**src/rtl/epr_pkg.sv**
```systemverilog
`default_nettype none

package epr_pkg;

    localparam int INPUT_W    = 16;
    localparam int CAP_WIDE_W = 32;
    localparam int RANGE_W    = 14;
    localparam int PERIOD_W   = 8;
    localparam int COUNT_W    = 9;
    localparam int POS_W      = 8;
    localparam int CFG_DATA_W = 14;

    typedef enum logic [0:0] {
        REG_RANGE_LIMIT    = 1'b0,
        REG_ABSENCE_PERIOD = 1'b1
    } cfg_reg_t;

    localparam logic [PERIOD_W-1:0] PERIOD_RESET = 8'd3;

    // width*17 of any in-range reading stays below 100*16384, so 21 bits
    localparam int                 PROD_W       = 21;
    localparam logic [PROD_W-1:0]  THRESH_SCALE = 21'd100;
    // (500 + 1) * 100
    localparam logic [PROD_W-1:0]  THRESH_RESET = 21'd50100;

    // floor(x/100) = (x * ceil(2^28/100)) >> 28 for x < 2^21
    localparam int                     DIST_RECIP_W = 22;
    localparam logic [DIST_RECIP_W-1:0] DIST_RECIP  = 22'd2684355;
    localparam int                     DIST_SHIFT   = 28;

    // floor(y/100) = (y * ceil(2^22/100)) >> 22 for y < 2^15
    localparam int                     POS_PROD_W  = 15;
    localparam int                     POS_RECIP_W = 16;
    localparam logic [POS_RECIP_W-1:0] POS_RECIP   = 16'd41944;
    localparam int                     POS_SHIFT   = 22;
    // first range whose scaled position passes 255
    localparam logic [RANGE_W-1:0]     POS_SAT_RANGE = 14'd1220;
    localparam logic [POS_W-1:0]       POS_MAX       = 8'd255;

    typedef struct packed {
        logic               done;
        logic [RANGE_W-1:0] range;
        logic               far;
        logic               present;
    } status_t;

endpackage

`default_nettype wire

```
**src/rtl/echo_pulse_range_with_presence.sv**
```systemverilog
// echo pulse range meter with hand-presence tracking
//
// input channel: in_valid / in_stall carry capture_value, the timer count
// latched at each echo edge; captures alternate rising, falling, rising...
// output channel: out_valid / out_stall carry one result per capture:
// measurement_done, range_value, out_of_range, hand_present, position_byte
// config channel: cfg_valid / cfg_ready with cfg_index and cfg_data;
// index 0 is range_limit, index 1 is absence_period; cfg_ready is always
// high, and writes are expected only while no item is in flight
//
// three register stages: edge pairing and pulse width, distance and
// presence, position scaling; each accepted item passes through them in
// order, and one item per cycle is taken while out_stall is low
// out_stall holds the output register and backs up the stages behind it;
// in_stall rises only when all three stages are full and the output stalls
// reset: next capture is a rising edge, width and range zero, hand present,
// range_limit 500, absence_period 3, no result pending
`default_nettype none

module echo_pulse_range_with_presence
    import epr_pkg::*;
#(
    parameter int CAPTURE_BITS = 16
)
(
    input  wire logic                  clk,
    input  wire logic                  rst_n,

    input  wire logic                  in_valid,
    output logic                       in_stall,
    input  wire logic [INPUT_W-1:0]    capture_value,

    output logic                       out_valid,
    input  wire logic                  out_stall,
    output logic                       measurement_done,
    output logic [RANGE_W-1:0]         range_value,
    output logic                       out_of_range,
    output logic                       hand_present,
    output logic [POS_W-1:0]           position_byte,

    input  wire logic                  cfg_valid,
    output logic                       cfg_ready,
    input  wire logic [0:0]            cfg_index,
    input  wire logic [CFG_DATA_W-1:0] cfg_data
);

    localparam int X_W   = CAPTURE_BITS + 5;
    localparam int CMP_W = (X_W > PROD_W) ? X_W : PROD_W;
    localparam logic [CAPTURE_BITS-1:0] CAP_MAX = '1;

    // pipeline control
    logic s0_valid_reg;
    logic s1_valid_reg;
    logic out_valid_reg;
    logic en0;
    logic en1;
    logic en2;
    logic in_accept;
    logic s1_move;
    logic s2_move;

    assign en2       = !out_valid_reg || !out_stall;
    assign en1       = !s1_valid_reg || en2;
    assign en0       = !s0_valid_reg || en1;
    assign in_stall  = !en0;
    assign in_accept = in_valid && en0;
    assign s1_move   = s0_valid_reg && en1;
    assign s2_move   = s1_valid_reg && en2;
    assign out_valid = out_valid_reg;
    assign cfg_ready = 1'b1;

    // configuration
    logic [PROD_W-1:0]   thresh_reg;
    logic [PERIOD_W-1:0] period_reg;
    logic [PROD_W-1:0]   thresh_next;

    // limit L accepted while floor(w*17/100) <= L, i.e. w*17 < (L+1)*100
    assign thresh_next = PROD_W'((PROD_W'(cfg_data) + PROD_W'(1)) * THRESH_SCALE);

    always_ff @(posedge clk or negedge rst_n)
    begin
        if (!rst_n)
        begin
            thresh_reg <= THRESH_RESET;
            period_reg <= PERIOD_RESET;
        end
        else if (cfg_valid && cfg_ready)
        begin
            case (cfg_reg_t'(cfg_index))
                REG_RANGE_LIMIT:
                begin
                    thresh_reg <= thresh_next;
                end
                REG_ABSENCE_PERIOD:
                begin
                    period_reg <= cfg_data[PERIOD_W-1:0];
                end
                default:
                begin
                    thresh_reg <= thresh_reg;
                end
            endcase
        end
    end

    // stage 0: edge pairing and pulse width
    logic [CAP_WIDE_W-1:0]   cap_wide;
    logic [CAPTURE_BITS-1:0] cap;
    logic                    awaiting_reg;
    logic [CAPTURE_BITS-1:0] rising_reg;
    logic [CAPTURE_BITS-1:0] width_reg;
    logic [CAPTURE_BITS-1:0] width_next;
    logic                    s0_done_reg;
    logic [CAPTURE_BITS-1:0] s0_width_reg;

    assign cap_wide = {{(CAP_WIDE_W-INPUT_W){1'b0}}, capture_value};
    assign cap      = cap_wide[CAPTURE_BITS-1:0];

    always_comb
    begin
        if (cap > rising_reg)
        begin
            width_next = cap - rising_reg;
        end
        else if (cap < rising_reg)
        begin
            width_next = (CAP_MAX - rising_reg) + cap;
        end
        else
        begin
            width_next = width_reg;
        end
    end

    always_ff @(posedge clk or negedge rst_n)
    begin
        if (!rst_n)
        begin
            awaiting_reg <= 1'b0;
            rising_reg   <= '0;
            width_reg    <= '0;
            s0_valid_reg <= 1'b0;
        end
        else
        begin
            if (en0)
            begin
                s0_valid_reg <= in_valid;
            end
            if (in_accept)
            begin
                awaiting_reg <= !awaiting_reg;
                if (!awaiting_reg)
                begin
                    rising_reg <= cap;
                end
                else
                begin
                    width_reg <= width_next;
                end
            end
        end
    end

    always_ff @(posedge clk)
    begin
        if (in_accept)
        begin
            s0_done_reg  <= awaiting_reg;
            s0_width_reg <= awaiting_reg ? width_next : width_reg;
        end
    end

    // stage 1: distance, limit check, presence
    logic [X_W-1:0]                 width_x17;
    logic [CMP_W-1:0]               x_cmp;
    logic [CMP_W-1:0]               thresh_cmp;
    logic                           in_range;
    logic [PROD_W+DIST_RECIP_W-1:0] dist_prod;
    logic [RANGE_W-1:0]             dist_val;

    assign width_x17  = ({5'b0, s0_width_reg} << 4) + {5'b0, s0_width_reg};
    assign x_cmp      = CMP_W'(width_x17);
    assign thresh_cmp = CMP_W'(thresh_reg);
    assign in_range   = x_cmp < thresh_cmp;
    assign dist_prod  = {{DIST_RECIP_W{1'b0}}, x_cmp[PROD_W-1:0]}
                      * {{PROD_W{1'b0}}, DIST_RECIP};
    assign dist_val   = dist_prod[DIST_SHIFT +: RANGE_W];

    logic                far_reg;
    logic [RANGE_W-1:0]  good_reg;
    logic [RANGE_W-1:0]  cur_reg;
    logic [COUNT_W-1:0]  absence_reg;
    logic                present_reg;
    logic                far_next;
    logic [RANGE_W-1:0]  good_next;
    logic [RANGE_W-1:0]  cur_next;
    logic [COUNT_W-1:0]  absence_next;
    logic                present_next;
    logic [COUNT_W:0]    absence_inc;
    logic [COUNT_W:0]    absence_cap;
    logic [COUNT_W:0]    absence_sat;
    status_t             s1_status_reg;

    assign absence_inc = {1'b0, absence_reg} + (COUNT_W+1)'(1);
    assign absence_cap = {2'b0, period_reg} + (COUNT_W+1)'(1);
    assign absence_sat = (absence_inc > absence_cap) ? absence_cap : absence_inc;

    always_comb
    begin
        far_next     = far_reg;
        good_next    = good_reg;
        cur_next     = cur_reg;
        absence_next = '0;
        present_next = 1'b1;
        if (s0_done_reg)
        begin
            if (in_range)
            begin
                far_next  = 1'b0;
                good_next = dist_val;
                cur_next  = dist_val;
            end
            else
            begin
                far_next = 1'b1;
                cur_next = good_reg;
            end
        end
        if (far_next)
        begin
            absence_next = absence_sat[COUNT_W-1:0];
            present_next = present_reg && !(absence_sat > {2'b0, period_reg});
        end
    end

    always_ff @(posedge clk or negedge rst_n)
    begin
        if (!rst_n)
        begin
            far_reg      <= 1'b0;
            good_reg     <= '0;
            cur_reg      <= '0;
            absence_reg  <= '0;
            present_reg  <= 1'b1;
            s1_valid_reg <= 1'b0;
        end
        else
        begin
            if (en1)
            begin
                s1_valid_reg <= s0_valid_reg;
            end
            if (s1_move)
            begin
                far_reg     <= far_next;
                good_reg    <= good_next;
                cur_reg     <= cur_next;
                absence_reg <= absence_next;
                present_reg <= present_next;
            end
        end
    end

    always_ff @(posedge clk)
    begin
        if (s1_move)
        begin
            s1_status_reg <= '{done: s0_done_reg, range: cur_next,
                               far: far_next, present: present_next};
        end
    end

    // stage 2: position byte
    logic [POS_PROD_W-1:0]             range_x21;
    logic [POS_PROD_W+POS_RECIP_W-1:0] pos_prod;
    logic [POS_W-1:0]                  pos_next;
    logic                              done_reg;
    logic [RANGE_W-1:0]                range_reg;
    logic                              far_out_reg;
    logic                              present_out_reg;
    logic [POS_W-1:0]                  pos_reg;

    // wraps only above the saturation point, where it is not used
    assign range_x21 = ({1'b0, s1_status_reg.range} << 4)
                     + ({1'b0, s1_status_reg.range} << 2)
                     + {1'b0, s1_status_reg.range};
    assign pos_prod  = {{POS_RECIP_W{1'b0}}, range_x21}
                     * {{POS_PROD_W{1'b0}}, POS_RECIP};
    assign pos_next  = (s1_status_reg.range < POS_SAT_RANGE)
                     ? pos_prod[POS_SHIFT +: POS_W] : POS_MAX;

    always_ff @(posedge clk or negedge rst_n)
    begin
        if (!rst_n)
        begin
            out_valid_reg <= 1'b0;
        end
        else if (en2)
        begin
            out_valid_reg <= s1_valid_reg;
        end
    end

    always_ff @(posedge clk)
    begin
        if (s2_move)
        begin
            done_reg        <= s1_status_reg.done;
            range_reg       <= s1_status_reg.range;
            far_out_reg     <= s1_status_reg.far;
            present_out_reg <= s1_status_reg.present;
            pos_reg         <= pos_next;
        end
    end

    assign measurement_done = done_reg;
    assign range_value      = range_reg;
    assign out_of_range     = far_out_reg;
    assign hand_present     = present_out_reg;
    assign position_byte    = pos_reg;

`ifndef SYNTHESIS
    // the hand is only declared absent while readings are out of range
    absent_implies_far: assert property (@(posedge clk) disable iff (!rst_n)
        out_valid && !hand_present |-> out_of_range)
        else $error("hand absent on an in-range result");

    // large ranges saturate the position byte
    position_saturates: assert property (@(posedge clk) disable iff (!rst_n)
        out_valid && (range_value >= POS_SAT_RANGE) |-> (position_byte == POS_MAX))
        else $error("position byte not saturated");

    // input backs up only when every stage is full and the output stalls
    stall_only_when_full: assert property (@(posedge clk) disable iff (!rst_n)
        in_stall |-> out_stall && s0_valid_reg && s1_valid_reg && out_valid_reg)
        else $error("input stalled with room in the pipeline");

    // counter never passes one beyond the period it was clamped to
    absence_bounded: assert property (@(posedge clk) disable iff (!rst_n)
        s1_move && far_next |=> (absence_reg <= ($past(absence_cap[COUNT_W-1:0]))))
        else $error("absence count above its clamp");
`endif

endmodule

`default_nettype wire

```
**config.mk**
```make
export PLATFORM = sky130hd
export DESIGN_NAME = echo_pulse_range_with_presence
export DESIGN_NICKNAME = d
export VERILOG_FILES = /design/src/rtl/epr_pkg.sv /design/src/rtl/echo_pulse_range_with_presence.sv
export SDC_FILE = /design/constraint.sdc
export NUM_CORES = 1
export LEC_CHECK = 0
export BUFFER_PORTS_ARGS = -buffer_cell sky130_fd_sc_hd__clkbuf_2
export CAP_MARGIN = 20
export CORE_MARGIN = 4
export CORE_UTILIZATION = 40
export DETAILED_ROUTE_END_ITERATION = 12
export SYNTH_ARGS = -nofsm -noshare
export SYNTH_HDL_FRONTEND = slang
export SYNTH_SLANG_ARGS = --single-unit
export TNS_END_PERCENT = 30
```
**constraint.sdc**
```tcl
create_clock -name clk -period 16.3 [get_ports clk]
set_input_delay 1.63 -clock clk [delete_from_list [all_inputs] [get_ports clk]]
set_output_delay 1.63 -clock clk [all_outputs]
set_load 0.005 [all_outputs]
```
# Word level (Yosys, flattened, before mapping)
# Index checks and enable logic that the tools add are counted.
# classes
addsub	9
mul	3
magnitude_cmp	6
muxes	10
bitwise	2
n_reduce_logical	18
# ops
op	n
2-to-1 mux 16 bit	3
multiplier 21 x 22 -> 42 bit (second input constant)	1
2-to-1 mux 14 bit	2
multiplier 15 x 13 -> 27 bit (second input constant)	1
adder 20 x 16 -> 21 bit	1
less-than comparator 21 bit	1
multiplier 15 x 5 -> 19 bit (second input constant)	1
adder 16 bit	1
greater-than comparator 16 bit	1
less-than comparator 16 bit	1
subtractor 16 bit	1
subtractor 16 bit (first input constant)	1
adder 14 x 1 -> 15 bit (second input constant)	1
adder 15 x 14 -> 15 bit	1
adder 15 bit	1
less-than comparator 14 x 11 -> 1 bit (second input constant)	1
adder 9 x 1 -> 10 bit (second input constant)	1
greater-than comparator 10 x 8 -> 1 bit	1
greater-than comparator 10 x 9 -> 1 bit	1
2-to-1 mux 10 bit	1
adder 8 x 1 -> 9 bit (second input constant)	1
2-to-1 mux 9 bit	1
AND reduction 2 bit	4
logical NOT 1 bit	7
other kinds (4)	12
# totals
register_bits	161
inputBits	36

# Depth between registers and ports, before layout
# Gate-level depths: netlist of the first run.
# depth
ltp_word	7
depth_mapped	32

# Worst setup path after synthesis of the first run
# OpenSTA, ideal clock, no wires.
# synth_timing
path_type	reg2reg
start	reg s0_width_reg[0]
end	reg s1_status_reg[13] (netlist bit) (data pin)
setup_ns	0.146
arrival_time_ns	7.955
required_ns	16.154
slack_ns	8.199
path_stages_with_launch	28
synth_period_minus_slack_ns	8.101
cell_sequence	edfxtp_1 ha_1 fa_1 a211oi_1 o211ai_1 and2_1 a21oi_1 o21bai_1 xnor2_1 inv_1 fa_1 fa_1 fa_1 fa_1 fa_1 fa_1 ha_1 ha_1 nand3_1 nor3_1 o2111a_1 nor4b_1 o21ai_1 a31oi_1 nor2_1 o311ai_1 mux2i_1 a21oi_1
# synth_via
elab_chain_len	4
elab_cells_between_ends	5
classes_between	add/sub (1); mul (1); order compare (1); mux (2)
# synth_lines
element	line	text
from (decl)	echo_pulse_range_with_presence.sv:114	logic [CAPTURE_BITS-1:0] s0_width_reg;
from (signal assigned)	echo_pulse_range_with_presence.sv:170	s0_width_reg <= awaiting_reg ? width_next : width_reg;
adder 20 x 16 -> 21 bit (*)	echo_pulse_range_with_presence.sv:182	assign width_x17 = ({5'b0, s0_width_reg} << 4) + {5'b0, s0_width_reg};
multiplier 21 x 22 -> 42 bit or less-than comparator 21 bit (tied branches)	echo_pulse_range_with_presence.sv:187, echo_pulse_range_with_presence.sv:185	
2-to-1 mux 14 bit (*)	--	
2-to-1 mux 14 bit (*)	echo_pulse_range_with_presence.sv:216	if (s0_done_reg)
net cur_next[11]	echo_pulse_range_with_presence.sv:197	logic [RANGE_W-1:0] cur_next;
to (signal assigned)	echo_pulse_range_with_presence.sv:269	s1_status_reg <= '{done: s0_done_reg, range: cur_next,
to (decl)	echo_pulse_range_with_presence.sv:203	status_t s1_status_reg;
# Mark *: on every way through the listed nets, which the timed path passes. The rest lies on a longest branch.
# A chain may end at the register's enable or synchronous reset.

# Worst setup path in the final report of the first run
# layout_timing
start	reg s0_width_reg[3]
end	reg s1_status_reg[13] (netlist bit) (data pin)
# The elaborated chain is that of the path after synthesis.

==> impl_metrics.toml, run 1 <==
[global_route]
grt_max_degree = 48
grt_usage = 0.179
grt_pass1_vias = 16567
antenna_found_initial = 0
grt_first_pass_wirelength_mm = 85.7
grt-ovfl-total = 0

[sta]
rsz0062_at_grt = "false"
finClkSkew_ps = 23.1
timing.final.setup_violations = 0
fin_tns_setup_ps = 0
period_share = 0.569
drv_slew = 0
hold_viol = 0
max_freq_mhz = 108
worstMarginPinSlew_ps = 1050
slew-limit-headroom = 0.290
finalCriticalPeriod_ps = 9270
setup_slack_ps = 7030

[layout]
postLayoutCoreUtil = 0.438
seq_area_um2 = 4340
drive_gt1_frac = 0.0822
area_growth_syn_to_layout_pct = 8.14
multi_input_area_um2 = 16100
largest_reg_flops = 19
layout_commonest_cell = "inv_1"
fillCellCount = 5297
mostFrequentLayoutCells = "inv_1 (475), ha_1 (426), fa_1 (237)"
layout.nets = 3022
antenna_cells = 0

[detailed_routing]
detail-route-antenna-nets = 0
wl_per_cell_um = 16.8
dr_total_vias = 15646
drtPass1Iterations = 5
via_per_inst = 5.07
drc = 0
drt-total-wl_mm = 51.8
drt_first_iter_violations = 611

[clocking]
path_clk_slew_ps = 80
cts_setup_buffers = 0
cts_tree = "yes"
cts.sinks = 161
cts-buffers-inserted = 17
cts_buffer_depth = 2
hold_buffers = 0
cts_resized = 0
insertion_delay_ps = 490
clock-root-buffer = "clkbuf_16"
htreeDepth = 4

[synthesis]
synth.net_count = 2956
synthDistinctLibCells = 86
async_reset_ff_frac = 0.634
synthFlopType = "dfrtp_1"
synth_area_um2 = 22400
postSynthCellCount = 2257
synth_edf_count = 59
ys_seq_elements = 161
yosysSeqAreaShare = 0.194
synth.avg_cell_area_um2 = 9.91
yosysWarnings = 0

[hold_path]
hp-start = "s1_status_reg[0]"
hold_class = "reg2reg"
hold_depth = 0
holdPathEnd = "hand_present"

[floorplanning]
die_area_um2 = 59800
core.rowCount = 86
pin_count = 64
die_w_um = 245
start_util = 0.405
die_h_um = 245
coreArea_um2 = 55200

[setup_path]
start_kind = "flip-flop"
crit_type = "reg2reg"
path_common_cell = "ha_1"
r2r-start = "s0_width_reg[3]"
required_ps = 16640
worstPathArrival_ps = 9610
critPathCaptureType = "flip-flop"
critPathMaxStageDelay_ps = 790
worst_r2r_endpoint = "s1_status_reg[13]"
path_max_fanout = 10
rrSetupSlack_ps = 7030
slowest_stage = "nor3b_1"
rr_worst_depth = 29

[placement]
dp_hpwl_mm = 44.3
routabilityCongestion = 0.901
dpl_worst_slack_ps = 7010
portBuffers = 62

[job]
cap_viol_max_count = 0

[status]
outcome = "finished, final reports clean"
cell type report:
type | instances | share of cell area
flip-flops and latches | 161 | 0.179
well taps | 748 | 0.0387
multi-input cells | 1587 | 0.666
inverters | 477 | 0.0740
clock inverters | 15 | 0.00667
repair buffers | 79 | 0.0182
clock buffers | 17 | 0.0176
worst max-delay path: cells and delay by family (launching register included):
family                   cells  cell delay (ps)
XOR/XNOR                     1              140
AND/OR/NAND/NOR              9             2580
AO/OA/AOI/OAI                7             1660
adder cells (fa/ha/maj)     10             3890
multiplexers                 1              170
buffers and inverters        1               60
flip-flops                   1              620
cells by family after synthesis:
group	Yosys count	synth area share
adder cells (fa/ha/maj)	663	0.450
buffers and inverters	509	0.0866
AO/OA/AOI/OAI	384	0.116
AND/OR/NAND/NOR	361	0.0763
flip-flops	161	0.194
XOR/XNOR	116	0.0454
multiplexers	62	0.0319
other	1	0.000168
worst max path at each step:
stage	startpoint	end	cells past startpoint
5_1_grt	s0_width_reg[3]	s1_status_reg[13]	29
4_1_cts	s0_width_reg[3]	s1_status_reg[13]	27
3_5_place_dp	s0_width_reg[3]	s1_status_reg[13]	29
2_1_floorplan	s0_width_reg[0]	s1_status_reg[13]	27
6_report	s0_width_reg[3]	s1_status_reg[13]	29
3_3_place_gp	s0_width_reg[3]	s1_status_reg[13]	28
synth_stat cells (38+ instances only):
| library cell | instances | area [µm²] |
|---|---|---|
| nor2_1 | 86 | 323 |
| dfrtp_1 | 91 | 2280 |
| mux2_2 | 38 | 428 |
| a21oi_1 | 90 | 450 |
| nand2_1 | 129 | 484 |
| a21o_1 | 42 | 315 |
| xnor2_1 | 78 | 683 |
| ha_1 | 426 | 5330 |
| o21ai_0 | 84 | 420 |
| fa_1 | 237 | 4740 |
| xor2_1 | 38 | 333 |
| edfxtp_1 | 59 | 1770 |
| inv_1 | 475 | 1780 |
metrics by stage:
step           hold WS, ps  cells  cell area [µm²]
2_1_floorplan          400   2257            22400
3_3_place_gp           412   3049            23600
3_5_place_dp           412   3052            23600
4_1_cts                433   3084            24200
5_1_grt                441   3084            24200
6_report               432   3084            24200
layer usage:
metal / share of wire / track usage / vias to the layer above / wire length (µm)
met5: 0 / 0 / - / 0
li1: - / - / 7694 / -
met4: 0.021 / 0.0472 / 0 / 1110
met1: 0.45 / 0.227 / 7692 / 23400
met3: 0.027 / 0.0295 / 67 / 1410
met2: 0.50 / 0.319 / 193 / 25900
Power of run 1 is not shown: default switching activity piles up to over one toggle a cycle in this logic, so the estimate is an artifact.
==> run 2: changes to the inputs <==
==> constraint.sdc (replaced) <==
create_clock -name clk -period 9.66 [get_ports clk]
set_input_delay 0.966 -clock clk [delete_from_list [all_inputs] [get_ports clk]]
set_output_delay 0.966 -clock clk [all_outputs]
set_load 0.005 [all_outputs]
==> impl_metrics.toml, run 2 (synthesis gave the netlist of run 1 again) <==
[status]
outcome = "finished, final reports clean"

[detailed_routing]
via_per_inst = 5.08
detail-route-antenna-nets = 0
dr_total_vias = 15689
drc = 0
drt_first_iter_violations = 681
drt-total-wl_mm = 52.0
drtPass1Iterations = 4
wl_per_cell_um = 16.8

[floorplanning]
pin_count = 64
start_util = 0.405
die_area_um2 = 59800
core.rowCount = 86
coreArea_um2 = 55200
die_h_um = 245
die_w_um = 245

[hold_path]
holdPathEnd = "hand_present"
hold_class = "reg2reg"
hold_depth = 0
hp-start = "s1_status_reg[0]"

[clocking]
path_clk_slew_ps = 80
cts.sinks = 161
htreeDepth = 4
insertion_delay_ps = 490
cts-buffers-inserted = 17
cts_buffer_depth = 2
cts_tree = "yes"
clock-root-buffer = "clkbuf_16"

[layout]
area_growth_syn_to_layout_pct = 8.52
antenna_cells = 0
layout_commonest_cell = "inv_1"
drive_gt1_frac = 0.0842
layout.nets = 3026
mostFrequentLayoutCells = "inv_1 (475), ha_1 (426), fa_1 (237)"
largest_reg_flops = 19

[global_route]
antenna_found_initial = 1
grt_max_degree = 61
grt_first_pass_wirelength_mm = 86.9
grt_pass1_vias = 16735
grt_usage = 0.182
grt-ovfl-total = 0

[sta]
worstMarginPinSlew_ps = 921
slew-limit-headroom = 0.380
finalCriticalPeriod_ps = 8900
finClkSkew_ps = 17.9
drv_slew = 0
fin_tns_setup_ps = 0
timing.final.setup_violations = 0
hold_viol = 0
period_share = 0.921
max_freq_mhz = 112
rsz0062_at_grt = "false"

[setup_path]
path_common_cell = "fa_1"
crit_type = "reg2reg"
cp-startpoint = "s0_width_reg[0]"
r2r-start = "s0_width_reg[0]"
cp_top_family = "adder cells"
worst_r2r_endpoint = "s1_status_reg[13]"
required_ps = 10000
start_kind = "flip-flop"
critPathMaxStageDelay_ps = 670
path_max_fanout = 6
critPathCaptureType = "flip-flop"
rr_worst_depth = 27
worstPathArrival_ps = 9240
cp_num_buf_inv = 1
rrSetupSlack_ps = 760
slowest_stage = "fa_1"

[placement]
portBuffers = 62
routabilityCongestion = 0.914
dp_hpwl_mm = 44.1

[job]
cap_viol_max_count = 0
-- run 2: worst max path at each step --
stage	end	cells past startpoint	slack, ps
floorplan	s1_status_reg[13]	27	1560
global placement	s1_status_reg[13]	27	850
detailed placement	s1_status_reg[13]	27	590
CTS	s1_status_reg[13]	27	540
global route	s1_status_reg[13]	27	130
finish	s1_status_reg[13]	27	760
-- run 2: layout make-up --
type,count,area [µm²]
fill,5360,30900
multi-input combinational,1587,16100
sequential,161,4340
inverter,477,1790
tap,748,936
timing repair buffer,83,470
clock buffer,17,425
clock inverter,15,209
-- run 2: routing by layer --
layer	track usage	routed length, µm	vias to the layer above
met2	0.319	25700	216
li1	-	-	7714
met4	0.0525	1320	0
met3	0.0299	1740	61
met5	0	0	-
met1	0.231	23200	7698
-- run 2: worst reg2reg max path: stages (launching register included) --
cell and delay (ps):
edfxtp_1 460, ha_1 270, fa_1 430, a211oi_1 340
o211ai_1 190, and2_1 210, a21oi_1 150, o21bai_1 110
xnor2_2 320, inv_1 260, fa_1 670, fa_1 460
fa_1 480, fa_1 530, fa_1 530, fa_1 490
ha_1 310, ha_1 360, nand3_1 150, nor3_1 340
o2111a_1 300, nor4b_1 260, o21ai_1 180, a31oi_1 240
nor2_1 110, o311ai_1 300, mux2i_1 160, a21oi_1 170
-- run 2: through the flow --
step	utilization	std cells	hold slack [ps]	area (µm²)	setup slack (ps)
after floorplan	-	2257	400	22400	1560
after global placement	0.428	3056	408	23600	850
after CTS	0.440	3088	426	24300	539
after global routing	0.440	3088	441	24300	129
after detailed placement	0.428	3056	406	23600	587
final	0.440	3088	423	24300	759
-- run 2: repair_timing --
item,CTS,global route
resized for setup,0,1
hold buffers,0,0
endpoints found under the setup margin,0,2
buffers inserted,0,0
Power of run 2 is left out for the same reason.
==> run 3: changes to the inputs <==
--- a/config.mk
+++ b/config.mk
@@ -10,6 +10,7 @@
 export CORE_MARGIN = 4
 export CORE_UTILIZATION = 40
 export DETAILED_ROUTE_END_ITERATION = 12
+export PLACE_DENSITY = 0.57
 export SYNTH_ARGS = -nofsm -noshare
 export SYNTH_HDL_FRONTEND = slang
 export SYNTH_SLANG_ARGS = --single-unit
==> impl_metrics.toml, run 3 (synthesis gave the netlist of run 1 again) <==
[status]
outcome = "finished, final reports clean"

[sta]
timing.final.setup_violations = 0
period_share = 0.922
slew-limit-headroom = 0.236
worstMarginPinSlew_ps = 1130
hold_viol = 0
max_freq_mhz = 112
fin_tns_setup_ps = 0
holdWs_ps = 420
finalCriticalPeriod_ps = 8910
rsz0062_at_grt = "false"
drv_slew = 0
finClkSkew_ps = 9.92

[setup_path]
start_kind = "flip-flop"
path_common_cell = "fa_1"
crit_type = "reg2reg"
r2r-start = "s0_width_reg[0]"
worst_r2r_endpoint = "s1_status_reg[13]"
path_max_fanout = 6
rr_worst_depth = 27
slowest_stage = "fa_1"
required_ps = 9970
critPathCaptureType = "flip-flop"
cp-startpoint = "s0_width_reg[0]"
worstPathArrival_ps = 9220
critPathMaxStageDelay_ps = 660
rrSetupSlack_ps = 750

[layout]
area_growth_syn_to_layout_pct = 8.28
postLayoutCoreUtil = 0.439
layout_commonest_cell = "inv_1"
antenna_cells = 0
drive_gt1_frac = 0.0829
largest_reg_flops = 19
layout.nets = 3025
mostFrequentLayoutCells = "inv_1 (475), ha_1 (426), fa_1 (237)"

[floorplanning]
pin_count = 64
die_w_um = 245
die_area_um2 = 59800
coreArea_um2 = 55200
start_util = 0.405
core.rowCount = 86
die_h_um = 245

[clocking]
htreeDepth = 4
insertion_delay_ps = 460
clock-root-buffer = "clkbuf_16"
path_clk_slew_ps = 70
cts_tree = "yes"
cts-buffers-inserted = 17
cts.sinks = 161
hold_buffers = 0
cts_setup_buffers = 0
cts_buffer_depth = 2
cts_resized = 0

[detailed_routing]
drc = 0
drtPass1Iterations = 5
dr_total_vias = 15519
detail-route-antenna-nets = 0
drt_first_iter_violations = 811
wl_per_cell_um = 16.3
drt-total-wl_mm = 50.2
via_per_inst = 5.03

[placement]
dp_hpwl_mm = 43.4
routabilityCongestion = 0.913
portBuffers = 62

[hold_path]
holdPathEnd = "out_of_range"
hold_depth = 0
hold_class = "reg2reg"
hp-start = "s1_status_reg[1]"

[global_route]
grt-ovfl-total = 0
grt_first_pass_wirelength_mm = 84.6
grt_max_degree = 66
antenna_found_initial = 0
grt_pass1_vias = 16421
grt_usage = 0.175

[job]
cap_viol_max_count = 0
run 3: cell count changes in the layout (fill, tap and decap cells not counted):
cell        change
inv_6           -1
clkinv_8        -3
clkbuf_1        +2
buf_4           -1
inv_8           -5
clkinvlp_4      +2
clkinv_2        +4
clkbuf_16       +1
run 3: per-stage QoR:
stage	instances	area (µm²)	worst slack, ps
3_3_place_gp	3055	23600	835
6_report	3087	24200	752
2_1_floorplan	2257	22400	1560
5_1_grt	3087	24200	183
3_5_place_dp	3055	23600	572
4_1_cts	3087	24200	528
run 3: how the worst max path moves through the flow:
stage                              endpoint  slack, ps  depth (start not counted)
after floorplan           s1_status_reg[13]       1560                         27
after global placement    s1_status_reg[13]        830                         27
after detailed placement  s1_status_reg[13]        570                         27
after CTS                 s1_status_reg[13]        530                         27
after global routing      s1_status_reg[13]        180                         27
final                     s1_status_reg[13]        750                         27
run 3: cell type report:
cell class	instances	area, µm²
multi-input cells	1587	16100
fillers	5301	31000
inverters	477	1790
clock inverters	12	130
flip-flops and latches	161	4340
clock buffers	20	458
well taps	748	936
repair buffers	82	463
run 3: critical path: cells and delay by family (launching register included):
kind	cells	cell delay, ps
and+or+nand+nor	5	1070
adders and majority gates	10	4490
AOI/OAI and AO/OA	9	2010
buffers and inverters	1	240
xor gates and xnor gates	1	340
DFF	1	440
muxes	1	160
run 3: layer usage:
layer,GRT usage,share of wire,vias to the layer above
met5,0,0,-
met2,0.287,0.46,216
met4,0.0475,0.020,0
met1,0.246,0.48,7555
li1,-,-,7694
met3,0.0242,0.031,54
Power of run 3 is left out for the same reason.
